File: config.mk
export PLATFORM = sky130hd
export DESIGN_NAME = pll_frequency_to_register_words_flat
export DESIGN_NICKNAME = d
export VERILOG_FILES = /design/src/hw/rtl/pfrw_pkg.sv /design/src/hw/rtl/pfrw_if.sv /design/src/hw/rtl/pfrw_datapath.sv /design/src/hw/rtl/pfrw_ctrl.sv /design/src/hw/rtl/pll_frequency_to_register_words.sv /design/src/flat_wrapper.sv
export SDC_FILE = /design/constraint.sdc
export NUM_CORES = 1
export LEC_CHECK = 0
export BUFFER_PORTS_ARGS = -buffer_cell sky130_fd_sc_hd__buf_2
export CAP_MARGIN = 40
export CORE_MARGIN = 1.5
export CORE_UTILIZATION = 59
export DETAILED_ROUTE_END_ITERATION = 8
export GPL_TIMING_DRIVEN = 0
export HOLD_SLACK_MARGIN = 0.12
export PLACE_DENSITY = 0.84
export SLEW_MARGIN = 30
export SYNTH_ARGS = -nofsm -noshare
export SYNTH_HDL_FRONTEND = slang
export SYNTH_SLANG_ARGS = --single-unit
File: constraint.sdc
create_clock -name clk -period 13.3 [get_ports clk]
set_clock_uncertainty 0.05 [all_clocks]
set_input_delay 0.665 -clock clk [delete_from_list [all_inputs] [get_ports clk]]
set_output_delay 0.665 -clock clk [all_outputs]
set_load 0.01 [all_outputs]
File: src/hw/rtl/pfrw_pkg.sv
`timescale 1ns / 1ps
// Shared types, constants and helper functions for the PLL frequency to
// register word block. No dependencies; every other file imports this one.
package pfrw_pkg;

  localparam int MAX_DIVIDER_STEPS = 10;

  localparam int FREQ_W  = 16;
  localparam int WORD_W  = 32;
  localparam int WHOLE_W = 13;                          // 44000 / 10 fits
  localparam int EXP_W   = $clog2(MAX_DIVIDER_STEPS + 1);
  localparam int P_W     = WHOLE_W + MAX_DIVIDER_STEPS;
  // Saturation keeps t * d below 2^16 (whole * d <= 4400 with d <= 64), so
  // x = 16 * t * d fits in 20 bits for any divider search length.
  localparam int X_W     = FREQ_W + 4;
  localparam int QUO_W   = 10;                          // x / 1000 stays below 715
  localparam int REM_W   = 10;
  localparam int MOD_W   = 10;
  localparam int RECIP_W     = 21;
  localparam int RECIP_SHIFT = 30;

  localparam logic [FREQ_W-1:0]  FREQ_MIN  = 16'd350;
  localparam logic [FREQ_W-1:0]  FREQ_MAX  = 16'd44000;
  localparam logic [P_W-1:0]     VCO_LOW   = P_W'(2200);
  localparam logic [P_W-1:0]     VCO_HIGH  = P_W'(4400);
  localparam logic [REM_W:0]     DIVISOR   = (REM_W + 1)'(1000);
  localparam logic [MOD_W-1:0]   MOD_START = MOD_W'(1000);
  localparam logic [FREQ_W-1:0]  RECIP_10  = 16'hCCCD;   // 2^19 / 10, rounded up
  localparam logic [RECIP_W-1:0] RECIP_1000 = 21'd1073742; // 2^30 / 1000, rounded up

  // Configuration register indexes.
  localparam int CFG_IDX_W = 2;
  localparam logic [CFG_IDX_W-1:0] CFG_R1_BASE = 2'd0;
  localparam logic [CFG_IDX_W-1:0] CFG_R4_ON   = 2'd1;
  localparam logic [CFG_IDX_W-1:0] CFG_RF_OFF  = 2'd2;

  typedef enum logic [1:0] {
    WSEL_RF_OFF,
    WSEL_R1,
    WSEL_R0,
    WSEL_R4
  } word_sel_t;

  typedef enum logic [2:0] {
    ST_IDLE,
    ST_SCALE,
    ST_SEARCH,
    ST_DIVIDE,
    ST_RED5,
    ST_RED2,
    ST_EMIT
  } pfrw_state_t;

  typedef struct packed {
    logic [WORD_W-1:0] r1_base_word;
    logic [WORD_W-1:0] r4_on_word;
    logic [WORD_W-1:0] rf_off_word;
  } cfg_regs_t;

  typedef struct packed {
    logic      load;
    logic      scale;
    logic      search_step;
    logic      div_load;
    logic      div_step;
    logic      red5_step;
    logic      red2_step;
    logic      emit_load;
    word_sel_t sel;
  } dp_cmd_t;

  typedef struct packed {
    logic search_done;
    logic div_last;
    logic can5;
    logic can2;
  } dp_stat_t;

  // Quotient by five for values below 1000, by reciprocal multiplication.
  function automatic logic [9:0] div5(input logic [9:0] v);
    logic [17:0] prod;
    prod = {8'd0, v} * 18'd205;
    return {2'b00, prod[17:10]};
  endfunction

  function automatic logic [2:0] rem5(input logic [9:0] v);
    logic [9:0] q;
    logic [9:0] r;
    q = div5(v);
    r = v - (q << 2) - q;
    return r[2:0];
  endfunction

  // Exponent modulo seven; the exponent never exceeds 20.
  function automatic logic [2:0] mod7(input logic [EXP_W-1:0] v);
    logic [EXP_W+1:0] w;
    w = (EXP_W + 2)'(v);
    if (w >= (EXP_W + 2)'(14)) begin
      w = w - (EXP_W + 2)'(14);
    end else if (w >= (EXP_W + 2)'(7)) begin
      w = w - (EXP_W + 2)'(7);
    end
    return w[2:0];
  endfunction

endpackage

File: src/hw/rtl/pfrw_if.sv
`timescale 1ns / 1ps
// Valid/ready channel interfaces for the frequency input and the register
// word output. Depends on pfrw_pkg for the field widths.
interface pfrw_freq_if import pfrw_pkg::*; ();
  logic              valid;
  logic              ready;
  logic [FREQ_W-1:0] freq_tenths_mhz;

  modport source (output valid, output freq_tenths_mhz, input ready);
  modport sink (input valid, input freq_tenths_mhz, output ready);
endinterface

interface pfrw_word_if import pfrw_pkg::*; ();
  logic              valid;
  logic              ready;
  logic [WORD_W-1:0] reg_word;
  logic              last_word;

  modport source (output valid, output reg_word, output last_word, input ready);
  modport sink (input valid, input reg_word, input last_word, output ready);
endinterface

File: src/hw/rtl/pfrw_datapath.sv
`timescale 1ns / 1ps
// Datapath: saturation, divider search, division by 1000 by reciprocal
// multiplication, fraction reduction and the output word register. Depends on pfrw_pkg.
module pfrw_datapath import pfrw_pkg::*; (
  input  logic              clk,
  input  logic              rst,
  input  logic [FREQ_W-1:0] freq_in,
  input  cfg_regs_t         cfg,
  input  dp_cmd_t           cmd,
  output dp_stat_t          stat,
  output logic [WORD_W-1:0] reg_word,
  output logic              last_word
);

  logic [FREQ_W-1:0]  t_sat;
  logic [WHOLE_W-1:0] whole;
  logic [EXP_W-1:0]   expo;
  logic [X_W-1:0]     x_val;
  logic [QUO_W-1:0]   quo;
  logic [REM_W-1:0]   rem;
  logic [MOD_W-1:0]   mod_q;
  logic               div_phase;

  logic [FREQ_W-1:0]      t_clip;
  logic [2*FREQ_W-1:0]    prod;
  logic [P_W-1:0]         p;
  logic [X_W+RECIP_W-1:0] recip_prod;
  logic [X_W-1:0]         rem_full;
  logic [WORD_W-1:0]      word_next;

  always_comb begin
    t_clip = freq_in;
    if (freq_in < FREQ_MIN) begin
      t_clip = FREQ_MIN;
    end else if (freq_in > FREQ_MAX) begin
      t_clip = FREQ_MAX;
    end
  end

  assign prod       = t_sat * RECIP_10;
  assign p          = P_W'(whole) << expo;
  assign recip_prod = (X_W + RECIP_W)'(x_val) * (X_W + RECIP_W)'(RECIP_1000);
  assign rem_full   = x_val - X_W'(quo) * X_W'(DIVISOR);

  assign stat.search_done = ((p >= VCO_LOW) && (p <= VCO_HIGH))
                            || (expo == EXP_W'(MAX_DIVIDER_STEPS));
  assign stat.div_last    = div_phase;
  assign stat.can5        = (rem5(rem) == 3'd0) && (rem5(mod_q) == 3'd0);
  assign stat.can2        = !rem[0] && !mod_q[0];

  always_comb begin
    unique case (cmd.sel)
      WSEL_RF_OFF: word_next = cfg.rf_off_word;
      WSEL_R1:     word_next = cfg.r1_base_word + (WORD_W'(mod_q) << 3);
      WSEL_R0:     word_next = (WORD_W'(quo) << 15) + (WORD_W'(rem) << 3);
      WSEL_R4:     word_next = cfg.r4_on_word + (WORD_W'(mod7(expo)) << 20);
      default:     word_next = cfg.rf_off_word;
    endcase
  end

  always_ff @(posedge clk) begin
    if (cmd.load) begin
      t_sat <= t_clip;
      expo  <= '0;
    end
    // The product is exact for any 16-bit value, so this is t / 10.
    if (cmd.scale) begin
      whole <= prod[2*FREQ_W-1 -: WHOLE_W];
    end
    if (cmd.search_step) begin
      expo <= expo + EXP_W'(1);
    end
    if (cmd.div_load) begin
      x_val     <= X_W'(t_sat) << (expo + EXP_W'(4));
      mod_q     <= MOD_START;
      div_phase <= 1'b0;
    end
    // The first step takes the quotient from the reciprocal product, the
    // second the remainder left after subtracting the quotient times 1000.
    if (cmd.div_step) begin
      if (div_phase) begin
        rem <= rem_full[REM_W-1:0];
      end else begin
        quo <= recip_prod[RECIP_SHIFT +: QUO_W];
      end
      div_phase <= 1'b1;
    end
    if (cmd.red5_step) begin
      rem   <= div5(rem);
      mod_q <= div5(mod_q);
    end
    if (cmd.red2_step) begin
      rem   <= rem >> 1;
      mod_q <= mod_q >> 1;
    end
    if (cmd.emit_load) begin
      reg_word  <= word_next;
      last_word <= (cmd.sel == WSEL_R4);
    end
  end

  a_search_bound: assert property (@(posedge clk) disable iff (rst)
    cmd.search_step |-> (expo != EXP_W'(MAX_DIVIDER_STEPS)))
    else $error("divider search stepped past its limit");

  a_rem_bound: assert property (@(posedge clk) disable iff (rst)
    (cmd.div_step && div_phase) |-> (rem_full < X_W'(DIVISOR)))
    else $error("division remainder reached the divisor");

  a_frac_below_mod: assert property (@(posedge clk) disable iff (rst)
    cmd.emit_load |-> (rem < mod_q))
    else $error("reduced fraction not below the modulus");

  a_reduce_stops: assert property (@(posedge clk) disable iff (rst)
    (cmd.emit_load && (cmd.sel == WSEL_RF_OFF)) |-> (!stat.can5 && !stat.can2))
    else $error("words emitted before the fraction was fully reduced");

endmodule

File: src/hw/rtl/pfrw_ctrl.sv
`timescale 1ns / 1ps
// Controller state machine sequencing the datapath through one frequency
// and the four word transfers. Depends on pfrw_pkg.
module pfrw_ctrl import pfrw_pkg::*; (
  input  logic     clk,
  input  logic     rst,
  input  logic     in_valid,
  output logic     in_ready,
  output logic     out_valid,
  input  logic     out_ready,
  input  dp_stat_t stat,
  output dp_cmd_t  cmd
);

  pfrw_state_t state;
  pfrw_state_t state_next;
  word_sel_t   word_idx;

  always_ff @(posedge clk) begin
    if (rst) begin
      state    <= ST_IDLE;
      word_idx <= WSEL_RF_OFF;
    end else begin
      state <= state_next;
      if (cmd.emit_load) begin
        word_idx <= cmd.sel;
      end
    end
  end

  always_comb begin
    state_next = state;
    unique case (state)
      ST_IDLE:   if (in_valid) state_next = ST_SCALE;
      ST_SCALE:  state_next = ST_SEARCH;
      ST_SEARCH: if (stat.search_done) state_next = ST_DIVIDE;
      ST_DIVIDE: if (stat.div_last) state_next = ST_RED5;
      ST_RED5:   if (!stat.can5) state_next = ST_RED2;
      ST_RED2:   if (!stat.can2) state_next = ST_EMIT;
      ST_EMIT:   if (out_ready && (word_idx == WSEL_R4)) state_next = ST_IDLE;
      default:   state_next = ST_IDLE;
    endcase
  end

  always_comb begin
    in_ready  = (state == ST_IDLE);
    out_valid = (state == ST_EMIT);
    cmd       = '0;
    cmd.sel   = WSEL_RF_OFF;
    unique case (state)
      ST_IDLE:   cmd.load = in_valid;
      ST_SCALE:  cmd.scale = 1'b1;
      ST_SEARCH: begin
        cmd.search_step = !stat.search_done;
        cmd.div_load    = stat.search_done;
      end
      ST_DIVIDE: cmd.div_step = 1'b1;
      ST_RED5:   cmd.red5_step = stat.can5;
      ST_RED2:   begin
        cmd.red2_step = stat.can2;
        cmd.emit_load = !stat.can2;
      end
      ST_EMIT:   begin
        // The next word is loaded in the same cycle as the current transfer.
        cmd.emit_load = out_ready && (word_idx != WSEL_R4);
        cmd.sel       = word_sel_t'(word_idx + 2'd1);
      end
      default:   cmd = '0;
    endcase
  end

endmodule

File: src/hw/rtl/pll_frequency_to_register_words.sv
`timescale 1ns / 1ps
// Top level: configuration registers, controller and datapath.
// Depends on pfrw_pkg, pfrw_if, pfrw_ctrl and pfrw_datapath.
//
//  Channel  Direction  Contents
//  freq     in         freq_tenths_mhz[15:0]
//  words    out        reg_word[31:0], last_word
//  cfg_*    in         write enable, index[1:0], data[31:0]
//
// One frequency is taken at a time and yields four word transfers.
// From the transfer in to the first word the block scales the frequency,
// runs the divider search, divides by 1000 (quotient, then remainder) and
// reduces the fraction by five, then by two; the search and the reduction
// run longer or shorter depending on the frequency.
// Reset (synchronous) returns the controller to idle and the configuration
// registers to their defaults; a stalled sink simply holds the current word.
module pll_frequency_to_register_words import pfrw_pkg::*; (
  input  logic                 clk,
  input  logic                 rst,
  input  logic                 cfg_we,
  input  logic [CFG_IDX_W-1:0] cfg_index,
  input  logic [WORD_W-1:0]    cfg_wdata,
  pfrw_freq_if.sink            freq,
  pfrw_word_if.source          words
);

  cfg_regs_t cfg;
  dp_cmd_t   cmd;
  dp_stat_t  stat;

  always_ff @(posedge clk) begin
    if (rst) begin
      cfg.r1_base_word <= WORD_W'(1);
      cfg.r4_on_word   <= WORD_W'(4);
      cfg.rf_off_word  <= WORD_W'(4);
    end else if (cfg_we) begin
      unique case (cfg_index)
        CFG_R1_BASE: cfg.r1_base_word <= cfg_wdata;
        CFG_R4_ON:   cfg.r4_on_word   <= cfg_wdata;
        CFG_RF_OFF:  cfg.rf_off_word  <= cfg_wdata;
        default:     ;
      endcase
    end
  end

  pfrw_ctrl u_ctrl (
    .clk       (clk),
    .rst       (rst),
    .in_valid  (freq.valid),
    .in_ready  (freq.ready),
    .out_valid (words.valid),
    .out_ready (words.ready),
    .stat      (stat),
    .cmd       (cmd)
  );

  pfrw_datapath u_dp (
    .clk       (clk),
    .rst       (rst),
    .freq_in   (freq.freq_tenths_mhz),
    .cfg       (cfg),
    .cmd       (cmd),
    .stat      (stat),
    .reg_word  (words.reg_word),
    .last_word (words.last_word)
  );

endmodule

File: src/flat_wrapper.sv
// flat-port wrapper written by rule: the top's interface ports become plain ports
module pll_frequency_to_register_words_flat import pfrw_pkg::*;
  (clk, rst, cfg_we, cfg_index, cfg_wdata, freq_valid, freq_freq_tenths_mhz, freq_ready, words_valid, words_reg_word, words_last_word, words_ready);
  pfrw_freq_if freq_i ();
  pfrw_word_if words_i ();
  input  logic clk;
  input  logic rst;
  input  logic cfg_we;
  input  logic [CFG_IDX_W-1:0] cfg_index;
  input  logic [WORD_W-1:0] cfg_wdata;
  input wire logic [$bits(freq_i.valid)-1:0] freq_valid;
  input wire logic [$bits(freq_i.freq_tenths_mhz)-1:0] freq_freq_tenths_mhz;
  output wire logic [$bits(freq_i.ready)-1:0] freq_ready;
  output wire logic [$bits(words_i.valid)-1:0] words_valid;
  output wire logic [$bits(words_i.reg_word)-1:0] words_reg_word;
  output wire logic [$bits(words_i.last_word)-1:0] words_last_word;
  input wire logic [$bits(words_i.ready)-1:0] words_ready;
  assign freq_i.valid = freq_valid;
  assign freq_i.freq_tenths_mhz = freq_freq_tenths_mhz;
  assign freq_ready = freq_i.ready;
  assign words_valid = words_i.valid;
  assign words_reg_word = words_i.reg_word;
  assign words_last_word = words_i.last_word;
  assign words_i.ready = words_ready;
  pll_frequency_to_register_words u_core (.clk(clk), .rst(rst), .cfg_we(cfg_we), .cfg_index(cfg_index), .cfg_wdata(cfg_wdata), .freq(freq_i), .words(words_i));
endmodule
==> results.rst, run 1 <==
.. list-table::
   :header-rows: 1

   * - Metric
     - Value
   * - Run status
     - completed
   * - Met2 track demand over resource in global routing
     - 54.7%
   * - Count of final max-slew check failures
     - 0
   * - Count of max-cap constraint violations
     - 0
   * - Post-synth EDFFs
     - 114
   * - Post-route setup TNS
     - 0 ns
   * - Ratio of cells with drive above 1 in the final layout
     - 7.19%
   * - Yosys top cell by area
     - ha_1
   * - Final number of hold-violating endpoints
     - 0
   * - Number of warning messages in the yosys log
     - 0
   * - Clock transition at the registers of the reported paths
     - 0.06 ns
   * - Wire length of the first global-routing pass
     - 100,000 µm
   * - Element type at the critical path start
     - register
   * - Area enclosed by the die boundary
     - 41,800 µm²
   * - Sinks on the clock net
     - 218
   * - Worst endpoint required time
     - 13.45 ns
   * - Hold Crit Endpoint
     - u_core.cfg[64]
   * - H-tree levels
     - 1
   * - Cell count after synthesis
     - 2,523
   * - Global-route layer with the greatest usage
     - met2
   * - Overflow left after global routing
     - 0
   * - Netlist Area Pre-Place
     - 23,900 µm²
   * - Initial cell density of the core
     - 60.1%
   * - Number of instances on the worst hold path
     - 3
   * - Post-synthesis net count
     - 3,226
   * - Predominant post-synthesis flop cell
     - edfxtp_1
   * - Final setup fails
     - 0
   * - Via count of the first global-routing pass
     - 20.1k
   * - Most used standard cells in the synthesized netlist
     - ha_1 (440), inv_1 (418), nand2_1 (318), fa_1 (208), a21oi_1 (172)
   * - Clock Root Buffer
     - clkbuf_16
   * - Global routing met1 resource utilization
     - 34.7%
   * - Vias after detailed routing
     - 18.9k
   * - Unrepaired setup endpoints after global routing
     - false
   * - Slew Limit Headroom
     - 43.6%
   * - Share of synthesized flip-flops with an asynchronous set or reset
     - 0%
   * - Number of buffers added by the clock tree synthesis step
     - 23
   * - Worst reg-to-reg setup slack
     - 6.34 ns
   * - Antenna violations before repair
     - 4
   * - GRT Overall Usage
     - 30.3%
   * - Area overhead of the layout relative to synthesis
     - 7.97%
   * - Num rows
     - 73
   * - Core area
     - 39,800 µm²
   * - Met3 GRT Util
     - 4.61%
   * - Peak fanout along the critical path
     - 9
   * - Clock tree from TritonCTS
     - built
   * - Max clock buf depth
     - 3
   * - Number of design rule violations left after detail routing
     - 0
   * - Setup bufs post-CTS
     - 0
   * - DIE HEIGHT
     - 204 µm
   * - DRT antenna net count
     - 0
   * - Share of Yosys cell area claimed by the top area cell type
     - 23.0%
   * - Sequential cell area fraction in the yosys report
     - 23.0%
   * - Maximum number of pins on one net before global-route repair
     - 34
   * - RR Endpoint
     - u_core.u_dp.mod_q[3]
   * - Initial drt markers
     - 1,272
   * - Worst min-delay path category
     - primary input to register
   * - Dpl hpwl
     - 49,900 µm
   * - Fin crit period
     - 6.96 ns
   * - Multi-input gate area
     - 16,500 µm²
   * - # hold bufs at CTS
     - 0
   * - FF+latch area
     - 5510 µm²
   * - Nature of the critical path endpoint
     - register
   * - Number of optimization iterations in the first detailed-route pass
     - 5
   * - Count of instances resized after the clock tree is built
     - 0
   * - Die width
     - 204 µm
   * - Leading cell type by number of instances after synthesis
     - ha_1
   * - Count of input and output buffers
     - 89
   * - Worst Setup Path Type
     - register to register
   * - Maximum achievable frequency
     - 0.144 GHz
   * - Worst Tran Pin Value
     - 0.840 ns
   * - Worst hold path startpoint
     - cfg_wdata[0]
   * - Arrival @ worst endpoint
     - 7.11 ns
   * - Global placement routability congestion
     - 0.947
   * - Number of distinct standard cells referenced by the synthesized netlist
     - 96
   * - Mapped Avg Cell Area
     - 9.48 µm²
   * - Total length of routed wires
     - 61,700 µm
   * - Startpoint of the most critical register-to-register path
     - u_core.u_dp.mod_q[1]
   * - Post-layout nets
     - 3,343
   * - Cells on worst reg2reg path
     - 21
   * - Insertion delay of the later-clocked pin in the worst-skew pair
     - 0.56 ns
   * - Count of filler cells inserted in the layout
     - 3,177
   * - Drt wl/cell
     - 19.4 µm
   * - Post-detailed-route via-to-cell ratio
     - 5.95
   * - Cell types occupying the most area after synthesis
     - ha_1 (23%), fa_1 (17%), edfxtp_1 (14%)
   * - Final period util
     - 52.3%
   * - #FFs+latches synth
     - 218
   * - Ports
     - 90
-- flip-flops by register name, summed over array words and instances, names as in the netlist --
signal                  count
u_core.u_dp.t_sat          16
u_core.cfg                 96
u_core.u_dp.expo            4
u_core.u_dp.x_val          20
u_core.u_dp.mod_q          10
u_core.u_dp.reg_word       32
u_core.u_dp.whole          13
u_core.u_dp.rem            10
u_core.u_dp.div_phase       1
u_core.u_dp.quo            10
u_core.u_ctrl.state         3
u_core.u_ctrl.word_idx      2
u_core.u_dp.last_word       1
-- cell type report --
type | count | share of cell area [%]
Clock buffer | 31 | 2.47
Clock inverter | 11 | 0.480
Sequential cell | 218 | 21.3
Timing Repair Buffer | 92 | 1.84
Antenna cell | 1 | 0.00969
Tap cell | 525 | 2.54
Inverter | 419 | 6.09
Buffer | 78 | 1.23
Multi-Input combinational cell | 1808 | 64.0
-- how the worst max path moves through the flow --
stage / start / end / cells past startpoint
detailed placement: u_core.u_dp.mod_q[1] / u_core.u_dp.mod_q[6] / 22
finish: u_core.u_dp.mod_q[1] / u_core.u_dp.mod_q[3] / 21
CTS: u_core.u_dp.mod_q[1] / u_core.u_dp.mod_q[1] / 21
global placement: u_core.u_dp.mod_q[1] / u_core.u_dp.mod_q[8] / 21
global route: u_core.u_dp.mod_q[1] / u_core.u_dp.mod_q[0] / 22
floorplan: u_core.u_dp.rem[1] / u_core.u_dp.rem[6] / 23
-- cells in the final DEF (no fill, tap or decap), types with 32 or more instances in the layout --
cell type,instances
a21oi_1,172
buf_2,96
clkbuf_1,70
dfxtp_1,104
edfxtp_1,114
fa_1,208
ha_1,440
inv_1,417
nand2_1,318
nand3_1,32
nor2_1,90
o21ai_0,67
xnor2_1,56
xor2_1,34
-- kinds of logic after synthesis --
group / Yosys count / share of synthesized area [%]
AO/OA/AOI/OAI: 434 / 11.8
AND/OR/NAND/NOR: 588 / 11.2
XOR/XNOR: 92 / 3.46
multiplexers: 46 / 2.27
flip-flops: 218 / 23.0
adder cells (fa/ha/maj): 648 / 40.4
buffers and inverters: 497 / 7.90
-- critical path, stage by stage, from the launching register on --
cell	delay [ns]
edfxtp_1	0.58
ha_1	0.40
inv_1	0.07
fa_1	0.53
inv_1	0.06
fa_1	0.50
fa_1	0.49
ha_1	0.27
nor3_1	0.29
nor2_1	0.09
a21oi_1	0.24
xnor2_1	0.24
ha_1	0.32
ha_1	0.18
or2_2	0.28
fa_1	0.44
nor3_1	0.15
nand4_1	0.16
or4b_1	0.58
a21boi_2	0.22
nor2_2	0.11
nand2b_1	0.36
-- through the flow --
| step | setup slack (ns) | utilization (%) | instances | hold WS (ns) | cell area (µm²) |
|---|---|---|---|---|---|
| final | 6.34 | 64.8 | 3183 | 0.309 | 25800 |
| after global routing | 5.98 | 64.8 | 3182 | 0.328 | 25800 |
| after CTS | 6.33 | 64.8 | 3181 | 0.305 | 25800 |
| after floorplan | 7.05 | - | 2523 | 0.383 | 23900 |
| after detailed placement | 6.35 | 62.9 | 3139 | 0.399 | 25000 |
| after global placement | 6.53 | 62.8 | 3137 | 0.391 | 25000 |
-- per-layer routing --
| metal | vias to the layer above | share of wire (%) |
|---|---|---|
| met5 | - | 0.11 |
| met3 | 230 | 6.3 |
| met2 | 733 | 51 |
| met4 | 8 | 5.2 |
| met1 | 9175 | 38 |
| li1 | 8800 | - |
Power of run 1 is not shown: default switching activity piles up to over one toggle a cycle in this logic, so the estimate is an artifact.
==> run 2, diff against run 1 <==
--- a/config.mk
+++ b/config.mk
@@ -8,11 +8,11 @@
 export BUFFER_PORTS_ARGS = -buffer_cell sky130_fd_sc_hd__buf_2
 export CAP_MARGIN = 40
 export CORE_MARGIN = 1.5
-export CORE_UTILIZATION = 59
+export CORE_UTILIZATION = 58
 export DETAILED_ROUTE_END_ITERATION = 8
 export GPL_TIMING_DRIVEN = 0
 export HOLD_SLACK_MARGIN = 0.12
-export PLACE_DENSITY = 0.84
+export PLACE_DENSITY = 0.85
 export SLEW_MARGIN = 30
 export SYNTH_ARGS = -nofsm -noshare
 export SYNTH_HDL_FRONTEND = slang
==> constraint.sdc (replaced) <==
create_clock -name clk -period 6 [get_ports clk]
set_clock_uncertainty 0.05 [all_clocks]
set_input_delay 0.3 -clock clk [delete_from_list [all_inputs] [get_ports clk]]
set_output_delay 0.3 -clock clk [all_outputs]
set_load 0.01 [all_outputs]
==> results.rst, run 2 (synthesis gave the netlist of run 1 again) <==
.. list-table::
   :header-rows: 1

   * - Metric
     - Value
   * - Run status
     - finished with violations
   * - Violations in the final reports
     - negative setup slack
   * - Final period util
     - 107% (+54 points)
   * - Count of input and output buffers
     - 89 (unchanged)
   * - Clock tree from TritonCTS
     - built
   * - Worst Tran Pin Value
     - 0.918 ns (+0.0779 ns)
   * - Commonest cells after routing, fill and taps aside
     - ha_1 (409), inv_1 (402), nand2_1 (312)
   * - Total length of routed wires
     - 69,800 µm (+13%)
   * - Minimum setup slack after placement
     - -0.759 ns (-7.11 ns)
   * - Count of filler cells inserted in the layout
     - 2,767 (-13%)
   * - Slew Limit Headroom
     - 38.2% (-5.4 points)
   * - Core area
     - 40,700 µm² (+2.3%)
   * - Overflow left after global routing
     - 0 (unchanged)
   * - Arrival @ worst endpoint
     - 6.66 ns (-0.45 ns)
   * - Number of design rule violations left after detail routing
     - 0 (unchanged)
   * - Final number of hold-violating endpoints
     - 0 (unchanged)
   * - Ports
     - 90 (unchanged)
   * - Maximum number of pins on one net before global-route repair
     - 34 (unchanged)
   * - GRT Overall Usage
     - 32.8% (+2.5 points)
   * - Count of final max-slew check failures
     - 0 (unchanged)
   * - Clock transition at the registers of the reported paths
     - 0.07 ns (about the same)
   * - Count of max-cap constraint violations
     - 0 (unchanged)
   * - Worst endpoint required time
     - 6.26 ns (-7.19 ns)
   * - Max clock buf depth
     - 3 (unchanged)
   * - Diode insertion count for antenna repair
     - 0 (-1)
   * - Element type at the critical path start
     - register
   * - Unrepaired setup endpoints after global routing
     - true
   * - Ratio of cells with drive above 1 in the final layout
     - 14.1% (+7.0 points)
   * - Final Non-Filler Cells
     - 3,353 (+5.3%)
   * - Largest registers in the final layout
     - u_core.cfg (96), u_core.u_dp.reg_word (32), u_core.u_dp.x_val (20)
   * - DIE HEIGHT
     - 206 µm (+0.85%)
   * - Initial drt markers
     - 1,883 (+48%)
   * - Sinks on the clock net
     - 218 (unchanged)
   * - H-tree levels
     - 1 (unchanged)
   * - Die width
     - 206 µm (+0.85%)
   * - Peak fanout along the critical path
     - 7 (-2)
   * - Drt wl/cell
     - 20.8 µm (+7.3%)
   * - Initial cell density of the core
     - 58.7% (-1.4 points)
   * - Fin crit period
     - 6.40 ns (-0.554 ns)
   * - Vias after detailed routing
     - 20.3k (+7.4%)
   * - Insertion delay of the later-clocked pin in the worst-skew pair
     - 0.55 ns (about the same)
   * - Number of buffers added by the clock tree synthesis step
     - 23 (unchanged)
   * - Global placement routability congestion
     - 0.959 (+1.3%)
   * - Maximum achievable frequency
     - 0.156 GHz (+8.7%)
   * - Number of cells after detailed placement
     - 3,146 (+0.22%)
   * - Leading cell type in the layout, fill and taps excluded
     - ha_1
   * - Worst Setup Path Type
     - register to register
   * - DRT antenna net count
     - 0 (unchanged)
   * - Via count of the first global-routing pass
     - 21.7k (+7.8%)
   * - Worst Setup Slack, final
     - -0.403 ns (-6.75 ns)
   * - Area enclosed by the die boundary
     - 42,500 µm² (+1.7%)
   * - Clock Root Buffer
     - clkbuf_16
   * - Nature of the critical path endpoint
     - register
   * - Post-detailed-route via-to-cell ratio
     - 6.07 (+1.9%)
   * - Wire length of the first global-routing pass
     - 109,000 µm (+8.9%)
   * - Worst min-delay path category
     - primary input to register
   * - Antenna violations before repair
     - 0 (-4)
   * - Dpl hpwl
     - 49,000 µm (-1.6%)
   * - Flip-flop count of the largest register, all copies and words added
     - 96 (unchanged)
   * - Final setup fails
     - 39 (+39)
   * - Register ranked first by flip-flop count
     - u_core.cfg
   * - Num rows
     - 74 (+1.4%)
   * - Number of optimization iterations in the first detailed-route pass
     - 8 (+3)
   * - Post-layout nets
     - 3,507 (+4.9%)
   * - Area overhead of the layout relative to synthesis
     - 17.2%
## run 2: changes by cell type in the layout (fill, tap and decap cells not counted), sizes merged, moves of 3 or more
cell	previous run	this run
buf	106	218
dlygate4sd3	0	49
clkinv	8	5
clkbuf	95	98
## run 2: per-stage QoR
| stage | cell area, µm² | utilization, % | hold slack (ns) | TNS [ns] |
|---|---|---|---|---|
| floorplan | 24000 | - | 0.371 | -0.0625 |
| global placement | 25100 | 61.6 | 0.390 | -13.55 |
| detailed placement | 25100 | 61.7 | 0.397 | -23.81 |
| CTS | 27400 | 67.2 | 0.122 | -5.60 |
| global route | 28000 | 68.8 | 0.131 | -19.10 |
| finish | 28000 | 68.8 | 0.131 | -9.90 |
## run 2: repair_timing
| item | CTS | global route |
|---|---|---|
| cloned | 2 | 1 |
| buffers inserted | 84 | 30 |
| pin swaps | 44 | 35 |
| hold buffers | 49 | 0 |
| endpoints found under the setup margin | 55 | 57 |
| endpoints found under the hold margin | 112 | 0 |
| resized for setup | 51 | 72 |
## run 2: area by class of cell
type	instances	area (µm²)	share of cell area, %
multi-input cells	1810	17200	61.4
flip-flops and latches	218	5510	19.6
repair buffers	254	1910	6.83
inverters	419	1580	5.62
clock buffers	33	686	2.45
well taps	532	666	2.38
plain buffers	78	323	1.15
clock inverters	9	136	0.487
## run 2: worst paths after layout
| path | slack (ns) | start | endpoint | depth (start not counted) |
|---|---|---|---|---|
| worst min register to register | 0.40 | u_core.cfg[38] | u_core.cfg[38] | 2 |
| worst max-delay path | -0.40 | u_core.u_dp.mod_q[3] | u_core.u_dp.rem[0] | 24 |
| worst max register to register | -0.40 | u_core.u_dp.mod_q[3] | u_core.u_dp.rem[0] | 24 |
| worst min-delay path | 0.13 | cfg_index[1] | u_core.cfg[80] | 4 |
## run 2: metal layers
layer / share of wire (%) / global-route usage, % / vias to the layer above / routed length [µm]
met3: 7.5 / 5.57 / 377 / 5220
met4: 7.4 / 20.5 / 0 / 5190
met1: 35 / 35.9 / 9761 / 24400
met2: 50 / 58.9 / 1073 / 34900
met5: 0 / 0 / - / 0
li1: - / - / 9130 / -
## run 2: critical path, cell delays in order (launching register included)
cell and delay (ns):
edfxtp_1 0.48, buf_4 0.19, ha_1 0.35, ha_1 0.18, inv_1 0.05, fa_1 0.50, inv_1 0.05, fa_1 0.48
ha_1 0.26, a2111oi_4 0.29, o21ai_2 0.12, a21oi_2 0.22, xnor2_2 0.09, ha_1 0.32, inv_1 0.06, ha_2 0.17
or2_4 0.25, fa_1 0.46, nor3_2 0.19, nand4_1 0.15, or4b_4 0.51, a21boi_2 0.19, buf_4 0.15, nor2_4 0.07
a221o_1 0.30
Power of run 2 is left out for the same reason.
==> run 3, diff against run 2 <==
--- a/config.mk
+++ b/config.mk
@@ -7,12 +7,14 @@
 export LEC_CHECK = 0
 export BUFFER_PORTS_ARGS = -buffer_cell sky130_fd_sc_hd__buf_2
 export CAP_MARGIN = 40
+export CELL_PAD_IN_SITES_DETAIL_PLACEMENT = 1
+export CELL_PAD_IN_SITES_GLOBAL_PLACEMENT = 1
 export CORE_MARGIN = 1.5
-export CORE_UTILIZATION = 58
+export CORE_UTILIZATION = 46
 export DETAILED_ROUTE_END_ITERATION = 8
 export GPL_TIMING_DRIVEN = 0
 export HOLD_SLACK_MARGIN = 0.12
-export PLACE_DENSITY = 0.85
+export PLACE_DENSITY = 0.86
 export SLEW_MARGIN = 30
 export SYNTH_ARGS = -nofsm -noshare
 export SYNTH_HDL_FRONTEND = slang
==> results.rst, run 3 (synthesis gave the netlist of run 1 again) <==
.. list-table::
   :header-rows: 1

   * - Metric
     - Value
   * - Initial drt markers
     - 1,546 (-18%)
   * - Count of input and output buffers
     - 89 (unchanged)
   * - Ratio of cells with drive above 1 in the final layout
     - 16.7% (+2.6 points)
   * - Sinks on the clock net
     - 218 (unchanged)
   * - Largest incremental delay on the critical path
     - 0.56 ns (+0.05 ns)
   * - Number of cells after detailed placement
     - 3,294 (+4.7%)
   * - Insertion delay of the later-clocked pin in the worst-skew pair
     - 0.59 ns (+0.04 ns)
   * - Largest registers in the final layout
     - u_core.cfg (96), u_core.u_dp.reg_word (32), u_core.u_dp.x_val (20)
   * - Final number of hold-violating endpoints
     - 0 (unchanged)
   * - Wire length of the first global-routing pass
     - 130,000 µm (+19%)
   * - Count of max-cap constraint violations
     - 0 (unchanged)
   * - Worst Setup Slack, final
     - -0.948 ns (-0.546 ns)
   * - Post-detailed-route via-to-cell ratio
     - 6.10 (+0.49%)
   * - Run status
     - finished with violations
   * - Overflow left after global routing
     - 0 (unchanged)
   * - Die width
     - 231 µm (+12%)
   * - Area overhead of the layout relative to synthesis
     - 19.9%
   * - Nature of the critical path endpoint
     - register
   * - Count of final max-slew check failures
     - 0 (unchanged)
   * - Drt wl/cell
     - 26.5 µm (+27%)
   * - H-tree levels
     - 1 (unchanged)
   * - Antenna violations before repair
     - 3 (+3)
   * - Startpoint of the most critical register-to-register path
     - u_core.u_dp.mod_q[2]
   * - Fin crit period
     - 6.95 ns (+0.546 ns)
   * - Slew Limit Headroom
     - 15.2% (-23 points)
   * - Worst Tran Pin Value
     - 1.26 ns (+0.342 ns)
   * - Element type at the critical path start
     - register
   * - Maximum achievable frequency
     - 0.144 GHz (-7.9%)
   * - Area enclosed by the die boundary
     - 53,400 µm² (+26%)
   * - Worst min-delay path category
     - primary input to register
   * - Final setup fails
     - 52 (+33%)
   * - Arrival @ worst endpoint
     - 7.19 ns (+0.53 ns)
   * - Count of filler cells inserted in the layout
     - 5,717 (+110%)
   * - Clock Root Buffer
     - clkbuf_16
   * - Post-layout nets
     - 3,547 (+1.1%)
   * - Worst Setup Path Type
     - register to register
   * - DRT antenna net count
     - 0 (unchanged)
   * - Commonest cells after routing, fill and taps aside
     - inv_1 (397), ha_1 (395), nand2_1 (312)
   * - Worst hold path startpoint
     - freq_freq_tenths_mhz[5]
   * - Register ranked first by flip-flop count
     - u_core.cfg
   * - Hold Worst Slack
     - 0.130 ns (-0.00186 ns)
   * - Global placement routability congestion
     - 0.891 (-7.1%)
   * - Core area
     - 51,300 µm² (+26%)
   * - Clock tree from TritonCTS
     - built
   * - Leading cell type in the layout, fill and taps excluded
     - inv_1
   * - Number of optimization iterations in the first detailed-route pass
     - 7 (-1)
   * - Clock transition at the registers of the reported paths
     - 0.07 ns (about the same)
   * - Initial cell density of the core
     - 46.6% (-12 points)
   * - Total length of routed wires
     - 93,900 µm (+35%)
   * - DIE HEIGHT
     - 231 µm (+12%)
   * - Via count of the first global-routing pass
     - 23.7k (+9.1%)
   * - Cell repeated most along the worst path
     - fa_1
   * - Ports
     - 90 (unchanged)
   * - Cells along the critical path
     - ha_4 > inv_1 > fa_1 > fa_1 > inv_1 > fa_1 > ha_1 > o21ai_4 > nor2_1 > a21oi_2 > xnor2_2 > ha_4 > ha_2 > or2_4 > fa_1 > nor3_2 > nand4_1 > or4b_4 > a21boi_4 > buf_6 > nor2_4 > buf_4 > nand2_4
   * - Max clock buf depth
     - 3 (unchanged)
   * - GRT Overall Usage
     - 31.4% (-1.4 points)
   * - First element of the critical path
     - u_core.u_dp.mod_q[2]
   * - Minimum setup slack after placement
     - -0.756 ns (+0.00325 ns)
   * - Num rows
     - 83 (+12%)
   * - Vias after detailed routing
     - 21.6k (+6.2%)
   * - Worst path slowest cell
     - edfxtp_1
   * - Dpl hpwl
     - 60,500 µm (+23%)
   * - Violations in the final reports
     - negative setup slack
   * - Final Non-Filler Cells
     - 3,544 (+5.7%)
   * - Worst endpoint required time
     - 6.24 ns (-0.02 ns)
   * - Final period util
     - 116% (+9.1 points)
   * - Number of design rule violations left after detail routing
     - 0 (unchanged)
   * - Post-route setup TNS
     - -32.54 ns (-22.64 ns)
   * - Peak fanout along the critical path
     - 5 (-2)
   * - Number of buffers added by the clock tree synthesis step
     - 25 (+8.7%)
   * - Flip-flop count of the largest register, all copies and words added
     - 96 (unchanged)
   * - Unrepaired setup endpoints after global routing
     - true
   * - Maximum number of pins on one net before global-route repair
     - 34 (unchanged)
==> run 3: cell count changes in the layout (fill, tap and decap cells not counted), moves of 6 or more <==
| cell | delta |
|---|---|
| buf_4 | +30 |
| buf_6 | +6 |
| ha_1 | -14 |
| ha_4 | +9 |
==> run 3: repair_timing <==
item,CTS,global route
cloned,3,1
hold buffers,51,0
setup buffers,88,56
setup endpoints to repair,59,56
endpoints found under the hold margin,112,0
pin swaps,52,78
gates resized for setup,63,107
==> run 3: area by class of cell <==
type                            count  area (µm²)  share of cell area, %
Antenna cell                        1        2.50                0.00872
Tap cell                          680         851                   2.97
Clock buffer                       34         699                   2.44
Buffer                             78         327                   1.14
Clock inverter                     12        91.3                  0.318
Inverter                          419        1580                   5.50
Timing Repair Buffer              291        2190                   7.64
Multi-Input combinational cell   1811       17400                   60.8
Sequential cell                   218        5510                   19.2
==> run 3: worst paths after layout <==
check	slack, ns	cells after the start	endpoint
max	-0.95	23	u_core.u_dp.rem[2]
min	0.13	3	u_core.u_dp.t_sat[5]
max reg2reg	-0.95	23	u_core.u_dp.rem[2]
min reg2reg	0.42	2	u_core.cfg[43]
==> run 3: critical path: cells and delay by family, from the launching register on <==
family / cells / cell delay [ns]
xor+xnor: 1 / 0.51
fa+ha+maj: 8 / 3.22
compound gates: 3 / 0.43
simple gates: 7 / 1.50
flops: 1 / 0.56
buf+inv: 4 / 0.40
==> run 3: routing by layer <==
layer / global-route usage [%] / share of wire (%) / vias up
met5: 0 / 0.034 / -
met4: 18.5 / 8.5 / 4
met3: 4.61 / 6.2 / 548
met2: 59.3 / 51 / 1134
met1: 32.8 / 34 / 10700
li1: - / - / 9206
==> run 3: stage by stage <==
| step | util [%] | instance area, µm² |
|---|---|---|
| 2_1_floorplan | - | 24000 |
| 3_3_place_gp | 49.3 | 25300 |
| 3_5_place_dp | 49.3 | 25300 |
| 4_1_cts | 53.8 | 27600 |
| 5_1_grt | 55.9 | 28700 |
| 6_report | 55.9 | 28700 |
Power of run 3 is left out for the same reason.
